===== config.mk =====
export PLATFORM = sky130hd
export DESIGN_NAME = ftc_ctrl
export DESIGN_NICKNAME = d
export VERILOG_FILES = /design/src/design/ftc_pkg.sv /design/src/design/ftc_ctrl.sv
export SDC_FILE = /design/constraint.sdc
export NUM_CORES = 1
export LEC_CHECK = 0
export BUFFER_PORTS_ARGS = -buffer_cell sky130_fd_sc_hd__buf_2
export CORE_UTILIZATION = 50
export CTS_CLUSTER_SIZE = 25
export DETAILED_ROUTE_END_ITERATION = 8
export GPL_ROUTABILITY_DRIVEN = 0
export PLACE_DENSITY = 0.75
export SETUP_SLACK_MARGIN = 0.15
export SLEW_MARGIN = 15
export SYNTH_ARGS = -nofsm -noshare
export SYNTH_HDL_FRONTEND = slang
export SYNTH_SLANG_ARGS = --single-unit

===== constraint.sdc =====
create_clock -name i_clk -period 2.4 [get_ports i_clk]
set_input_delay 0.12 -clock i_clk [delete_from_list [all_inputs] [get_ports i_clk]]
set_output_delay 0.12 -clock i_clk [all_outputs]
set_load 0.02 [all_outputs]

===== src/design/ftc_pkg.sv =====
// shared constants, types and codes of the fuzzy trapezoid controller
package ftc_pkg;

    localparam int POINT_W   = 16;
    localparam int IN_SETS   = 8;
    localparam int OUT_SETS  = 8;
    localparam int RULES     = 8;
    localparam int IN_IW     = $clog2(IN_SETS);
    localparam int OUT_IW    = $clog2(OUT_SETS);
    localparam int RULE_IW   = $clog2(RULES);
    localparam int CNT_W     = $clog2(IN_SETS + 1);
    localparam int OCNT_W    = $clog2(OUT_SETS + 1);
    localparam int RCNT_W    = $clog2(RULES + 1);
    localparam int OP_W      = 3;
    localparam int RIDX_W    = 3;
    localparam int STAT_W    = 2;
    localparam int FRAC_W    = 16;
    localparam int MU_W      = FRAC_W + 1;
    localparam int DIFF_W    = POINT_W + 1;
    localparam int S2_W      = POINT_W + 3;
    localparam int AREA_W    = MU_W + S2_W;
    localparam int HALF_W    = AREA_W / 2;
    localparam int PROD_W    = HALF_W + 1 + DIFF_W;
    localparam int ACC_W     = 64;
    localparam int DIV_W     = 64;
    localparam int DIV_NW    = $clog2(DIV_W + 1);
    localparam int MU_DIV_N  = DIFF_W + FRAC_W + 1;

    localparam logic [MU_W-1:0]    MU_ONE = MU_W'(1) << FRAC_W;
    localparam logic [POINT_W-1:0] P_MAX  = {1'b0, {(POINT_W-1){1'b1}}};
    localparam logic [POINT_W-1:0] P_MIN  = {1'b1, {(POINT_W-1){1'b0}}};

    typedef enum logic [OP_W-1:0] {
        OP_EVAL   = 3'd0,
        OP_ADD_IN = 3'd1,
        OP_ADD_V  = 3'd2,
        OP_ADD_C  = 3'd3,
        OP_RULE_V = 3'd4,
        OP_RULE_C = 3'd5
    } t_op;

    localparam logic [STAT_W-1:0] ST_OK     = 2'd0;
    localparam logic [STAT_W-1:0] ST_FULL   = 2'd1;
    localparam logic [STAT_W-1:0] ST_BADIDX = 2'd2;

    typedef struct packed {
        logic signed [POINT_W-1:0] a;
        logic signed [POINT_W-1:0] b;
        logic signed [POINT_W-1:0] c;
        logic signed [POINT_W-1:0] d;
    } t_trap;

    typedef struct packed {
        logic latch;
        logic load_exec;
        logic set_rd;
        logic mu_eval;
        logic mu_take;
        logic j_inc;
        logic k_clr;
        logic side_next;
        logic side_clr;
        logic rule_rd;
        logic out_rd;
        logic shape;
        logic area;
        logic mul_lo;
        logic mul_hi;
        logic acc;
        logic fin_zero;
        logic fin_start;
        logic fin_take;
    } t_cmd;

    typedef struct packed {
        logic j_end;
        logic need_div;
        logic mu_zero;
        logic k_end;
        logic side;
        logic den_zero;
        logic div_done;
    } t_stat;

    typedef struct packed {
        logic              start;
        logic [DIV_W-1:0]  dividend;
        logic [DIV_W-1:0]  divisor;
        logic [DIV_NW-1:0] nbits;
    } t_div_req;

    typedef struct packed {
        logic             done;
        logic [DIV_W-1:0] quot;
    } t_div_rsp;

endpackage


===== src/design/ftc_ctrl.sv =====
// controller state machine sequencing loads and evaluation
module ftc_ctrl
    import ftc_pkg::*;
(
    input  logic            i_clk,
    input  logic            i_rst_n,
    input  logic            i_start,
    input  logic [OP_W-1:0] i_opcode,
    input  t_stat           i_stat,
    output t_cmd            o_cmd,
    output logic            o_busy,
    output logic            o_valid
);

    typedef enum logic [15:0] {
        S_IDLE     = 16'h0001,
        S_LOAD     = 16'h0002,
        S_SET_RD   = 16'h0004,
        S_MEM      = 16'h0008,
        S_MU_WAIT  = 16'h0010,
        S_MU_CHK   = 16'h0020,
        S_RULE_RD  = 16'h0040,
        S_OUT_RD   = 16'h0080,
        S_SHAPE    = 16'h0100,
        S_AREA     = 16'h0200,
        S_MUL_LO   = 16'h0400,
        S_MUL_HI   = 16'h0800,
        S_ACC      = 16'h1000,
        S_FIN      = 16'h2000,
        S_FIN_WAIT = 16'h4000,
        S_DONE     = 16'h8000
    } t_state;

    t_state r_state;
    t_state n_state;

    always_comb begin
        n_state = r_state;
        o_cmd   = '0;
        case (r_state)
            S_IDLE: begin
                if (i_start) begin
                    o_cmd.latch = 1'b1;
                    n_state = (i_opcode == OP_EVAL) ? S_SET_RD : S_LOAD;
                end
            end
            S_LOAD: begin
                o_cmd.load_exec = 1'b1;
                n_state = S_DONE;
            end
            S_SET_RD: begin
                if (i_stat.j_end) begin
                    o_cmd.side_clr = 1'b1;
                    n_state = S_FIN;
                end else begin
                    o_cmd.set_rd = 1'b1;
                    n_state = S_MEM;
                end
            end
            S_MEM: begin
                o_cmd.mu_eval = 1'b1;
                n_state = i_stat.need_div ? S_MU_WAIT : S_MU_CHK;
            end
            S_MU_WAIT: begin
                if (i_stat.div_done) begin
                    o_cmd.mu_take = 1'b1;
                    n_state = S_MU_CHK;
                end
            end
            S_MU_CHK: begin
                if (i_stat.mu_zero) begin
                    o_cmd.j_inc = 1'b1;
                    n_state = S_SET_RD;
                end else begin
                    o_cmd.k_clr = 1'b1;
                    n_state = S_RULE_RD;
                end
            end
            S_RULE_RD: begin
                if (!i_stat.k_end) begin
                    o_cmd.rule_rd = 1'b1;
                    n_state = S_OUT_RD;
                end else if (!i_stat.side) begin
                    o_cmd.side_next = 1'b1;
                end else begin
                    o_cmd.j_inc = 1'b1;
                    n_state = S_SET_RD;
                end
            end
            S_OUT_RD: begin
                o_cmd.out_rd = 1'b1;
                n_state = S_SHAPE;
            end
            S_SHAPE: begin
                o_cmd.shape = 1'b1;
                n_state = S_AREA;
            end
            S_AREA: begin
                o_cmd.area = 1'b1;
                n_state = S_MUL_LO;
            end
            S_MUL_LO: begin
                o_cmd.mul_lo = 1'b1;
                n_state = S_MUL_HI;
            end
            S_MUL_HI: begin
                o_cmd.mul_hi = 1'b1;
                n_state = S_ACC;
            end
            S_ACC: begin
                o_cmd.acc = 1'b1;
                n_state = S_RULE_RD;
            end
            S_FIN: begin
                if (i_stat.den_zero) begin
                    o_cmd.fin_zero = 1'b1;
                    if (i_stat.side) begin
                        n_state = S_DONE;
                    end else begin
                        o_cmd.side_next = 1'b1;
                    end
                end else begin
                    o_cmd.fin_start = 1'b1;
                    n_state = S_FIN_WAIT;
                end
            end
            S_FIN_WAIT: begin
                if (i_stat.div_done) begin
                    o_cmd.fin_take = 1'b1;
                    if (i_stat.side) begin
                        n_state = S_DONE;
                    end else begin
                        o_cmd.side_next = 1'b1;
                        n_state = S_FIN;
                    end
                end
            end
            S_DONE: begin
                n_state = S_IDLE;
            end
            default: begin
                n_state = S_IDLE;
            end
        endcase
    end

    always_ff @(posedge i_clk) begin
        if (!i_rst_n) begin
            r_state <= S_IDLE;
        end else begin
            r_state <= n_state;
        end
    end

    assign o_busy  = r_state != S_IDLE;
    assign o_valid = r_state == S_DONE;

    a_onehot: assert property (@(posedge i_clk) disable iff (!i_rst_n) $onehot(r_state))
        else $error("state register not one-hot");
    a_strobe: assert property (@(posedge i_clk) disable iff (!i_rst_n) o_valid |=> !o_valid)
        else $error("result strobe longer than one cycle");
    a_accept: assert property (@(posedge i_clk) disable iff (!i_rst_n)
        (i_start && !o_busy) |=> o_busy)
        else $error("transaction accepted without going busy");
    a_div_wait: assert property (@(posedge i_clk) disable iff (!i_rst_n)
        i_stat.div_done |-> (r_state == S_MU_WAIT || r_state == S_FIN_WAIT))
        else $error("divider finished outside a wait state");

endmodule


* After elaboration in Yosys (flattened, before gate mapping) *
Cells that the tools add are included.

storage, ports and cells
  bits in registers = 16
  bits of input ports = 13
  output and inout port bits = 21
  logic and storage cells = 71

operators by class
  eq/ne operators = 22
  multiplexer cells = 46
  reductions and logical operators = 2

operators with widths
  cell                  count
  $pmux 16 s15          1
  $mux 16               8
  $mux 1                30
  $eq 16x1->1 const B   1
  $eq 16x10->1 const B  1
  $eq 16x11->1 const B  1
  $eq 16x12->1 const B  1
  $eq 16x13->1 const B  1
  $eq 16x14->1 const B  1
  $eq 16x15->1 const B  1
  $eq 16x16->1 const B  1
  $eq 16x2->1 const B   1
  $eq 16x3->1 const B   1
  $eq 16x4->1 const B   1
  $eq 16x5->1 const B   1
  $eq 16x6->1 const B   1
  $eq 16x7->1 const B   1
  $eq 16x8->1 const B   1
  $eq 16x9->1 const B   1
  $ne 16x1->1 const B   1
  $mux 14               1
  $mux 7                1
  $mux 6                1
  $ne 2x2->1 const B    3
  7 further kinds       8

* Depth between registers and ports, before layout *
  depth after elaboration = 4
  mapped depth = 7
  depth with buffers taken out = 6

* Worst setup path before layout *
Ideal clock, no wire load.

  kind = reg-to-reg
  start point = register r_state[2]
  end point = register r_state[6]
  library setup time = 0.061 ns
  arrival time = 2.074 ns
  data required time = 2.339 ns
  path slack = 0.264 ns
  stages on the path, launching flop included = 6
  buffers on the path = 1
  clock period less this slack = 2.136 ns
  cell sequence = dfxtp_1 buf_2 nor4_2 nand3_1 nor4_1 o31a_1

between the ends
  cells in the longest elaborated chain, start to end = 3
  elaborated cells between the ends (all ways) = 22
  those cells by class = eq/ne (20); mux (1); reduce/logical (1)

RTL lines
  item                                                RTL line         text
  start, declared                                     ftc_ctrl.sv:34   t_state r_state;
  start signal, assigned                              ftc_ctrl.sv:151  r_state <= n_state;
  $eq 16x7->1, or another cell as far along           ftc_ctrl.sv:40   case (r_state)
  $ne 3x3->1 (no line) or $ne 2x2->1 (tied branches)  -
  $reduce_and 5->1 (no line)                          -

Several ways; a longest one is shown, not always the timed one.
A chain may end at the register's enable or synchronous reset.

==> results.sh <==
export IMPL_gr_usage_all_layers_pct=26.32
export IMPL_min_period_ps=2208
export IMPL_start_kind="register"
export IMPL_top_regs="r_state: 16 flops"
export IMPL_synth_flop_cell="dfxtp_1"
export IMPL_fin_util_pct=68.57
export IMPL_async_flop_share_pct=0
export IMPL_drc_errors=0
export IMPL_io_pin_count=34
export IMPL_cts_tree="yes"
export IMPL_syn_nets=150
export IMPL_cts_buffer_depth=2
export IMPL_ys_seq_area_share_pct=28.57
export IMPL_wl_um=3135
export IMPL_cts_sinks=16
export IMPL_crit_path_start="r_state[7]"
export IMPL_synth_seq_cells=16
export IMPL_maxSlewViolCount=0
export IMPL_r2r_end="r_state[11]"
export IMPL_num_vias=1239
export IMPL_fin_nets=185
export IMPL_max_slew_margin_pct=51.00
export IMPL_multi_input_area_um2=803.3
export IMPL_worst_slew_pin_slew_ps=724.8
export IMPL_routed_via_density=6.289
export IMPL_syn_inst=137
export IMPL_hold_class="input port to register"
export IMPL_wl_per_cell_um=15.91
export IMPL_grt_pass1_vias=1104
export IMPL_gr_total_overflow=0
export IMPL_port_buffers=33
export IMPL_antenna_found_initial=0
export IMPL_fin_skew_ps=1.731
export IMPL_period_share_pct=92.02
export IMPL_drt_first_iter_violations=58
export IMPL_grt_max_degree=12
export IMPL_hold_viol_final=0
export IMPL_outcome="complete, no violations"
export IMPL_die_w_um=49.35
export IMPL_placementRows=16
export IMPL_hpwl_um=2227
export IMPL_setup_tns_final_ps=0
export IMPL_seqCellArea_um2=324.1
export IMPL_htree_levels=1
export IMPL_synth_cell_type_count=41
export IMPL_peakVddDrop_uv=458.9
export IMPL_clkLatencyLatePin_ps=290
export IMPL_reg2reg_from="r_state[12]"
export IMPL_leakagePower_nw=0.6309
export IMPL_crit_end="o_cmd[1]"
export IMPL_rsz0062_at_grt="yes"
export IMPL_diodes=0
export IMPL_top_register="r_state"
export IMPL_die_area_um2=2435
export IMPL_grt_pass1_wl_um=4981
export IMPL_crit_type="register to output pin"
export IMPL_fmax_mhz=452.8
export IMPL_die_h_um=49.35
export IMPL_core_um2=2042
export IMPL_fillers=164
export IMPL_crit_path_end_kind="output pin"
export IMPL_clk_pin_slew_ps=100
export IMPL_maxCapViolations=0
export IMPL_cellPowerDensity_nw_per_um2=520.2
export IMPL_crit_fanout=8
export IMPL_final_layout_size_suffix_gt1_share_pct=35.88
export IMPL_rrSetupSlack_ps=290
export IMPL_drt_pass1_iter_count=4
export IMPL_ant_nets=0
export IMPL_syn_area_um2=1121
export IMPL_cp_data_arrival_time_ps=2090
export IMPL_hold_buffers=0
export IMPL_largest_reg_flops=16
export IMPL_cts_inserted_buffers=3
export IMPL_initial_utilization_pct=54.90
export IMPL_synth_edf_count=0
export IMPL_setup_viol=0
export IMPL_yosysWarningCount=0
export IMPL_synth_avg_cell_area_um2=8.183
export IMPL_required_ps=2280
export IMPL_reg2reg_depth=5
export IMPL_area_delta_synth_final_pct=24.89
export IMPL_cts_root_buf="clkbuf_4"
==> metrics by stage <==
step	setup WS, ps	hold slack, ps	instances	instance area [µm²]	total power, mW
after floorplan	264.4	189.7	137	1121	0.4815
after global placement	316.9	318.7	191	1284	0.5362
after detailed placement	285.7	324.2	191	1284	0.5400
after CTS	133.3	18.23	194	1333	0.6911
after global routing	89.29	12.63	197	1400	0.7645
final	191.6	5.544	197	1400	0.7283
==> cell usage in the layout (no fill, tap or decap), drive strengths merged, types with 4 or more instances in the layout <==
| cell | instances |
|---|---|
| o21ai | 4 |
| buf | 35 |
| nand3 | 8 |
| nand2 | 8 |
| and3 | 6 |
| nand4b | 4 |
| nor3 | 9 |
| nor4b | 6 |
| a31oi | 4 |
| dfxtp | 16 |
| inv | 9 |
| nor2 | 15 |
| nor4 | 9 |
| and4b | 4 |
| nand4 | 4 |
==> cell type report <==
cell class                      count  share of cell area [%]
Inverter                            9                   2.413
Clock buffer                        3                   1.609
Timing Repair Buffer               35                   13.05
Sequential cell                    16                   23.15
Multi-Input combinational cell    107                   57.37
Tap cell                           27                   2.413
==> synthesized netlist by cell type (all sizes together), types with 3 or more instances <==
| master | instances | area [µm²] |
|---|---|---|
| nand4 | 4 | 25.02 |
| inv | 9 | 33.78 |
| nand2b | 3 | 18.77 |
| xor2 | 3 | 26.28 |
| nand4b | 4 | 35.03 |
| nor3 | 9 | 65.06 |
| and3 | 6 | 37.54 |
| dfxtp | 16 | 320.3 |
| a31oi | 4 | 25.02 |
| o21ai | 4 | 20.01 |
| buf | 6 | 36.28 |
| nor2 | 15 | 56.30 |
| nor4 | 8 | 90.09 |
| and4b | 4 | 43.79 |
| nand2 | 8 | 30.03 |
| nor4b | 6 | 58.80 |
| nand3 | 8 | 40.04 |
==> cell families after synthesis <==
group                     share of synthesized area, %
buffers and inverters                            6.249
and+or+nand+nor                                  48.66
AOI/OAI and AO/OA                                12.61
xor gates and xnor gates                         3.907
DFF                                              28.57
==> worst max-delay path, stage by stage, from the launching register on <==
cell and delay [ps]:
dfxtp_1 410, nor4_4 520, and3_1 340, and3_1 230, nand2b_1 90, inv_1 50
buf_2 150
==> report_power, final <==
| part | leakage [nW] | switching [mW] | internal (mW) |
|---|---|---|---|
| clock network | 0.0138 | 0.0881 | 0.0584 |
| registers | 0.131 | 0.0236 | 0.279 |
| logic | 0.486 | 0.165 | 0.115 |
| total | 0.631 | 0.276 | 0.452 |
==> layer usage <==
layer | track usage (%) | share of wire, % | up-vias
met4 | 9.314 | 1.2 | 0
met3 | 2.804 | 6.1 | 4
met1 | 34.15 | 43 | 589
met2 | 44.52 | 49 | 61
met5 | 0 | 0 | -
li1 | - | - | 585
==> worst min path at each step <==
| stage | start | cells after the start | endpoint | slack [ps] |
|---|---|---|---|---|
| 2_1_floorplan | i_stat[6] | 1 | r_state[3] | 190 |
| 3_3_place_gp | i_stat[6] | 2 | r_state[3] | 320 |
| 3_5_place_dp | i_stat[6] | 2 | r_state[3] | 320 |
| 4_1_cts | i_stat[6] | 2 | r_state[3] | 20 |
| 5_1_grt | i_stat[6] | 2 | r_state[3] | 10 |
| 6_report | i_stat[6] | 2 | r_state[3] | 6 |
==> what timing repair did <==
| item | 4_1_cts | 5_1_grt |
|---|---|---|
| setup endpoints to repair | 4 | 7 |
| setup buffers | 0 | 2 |
| gates resized for setup | 3 | 13 |
| hold endpoints to repair | 0 | 0 |
| pin swaps | 0 | 7 |
| cloned | 0 | 1 |
Note: power is estimated with default switching activity, not from simulation.
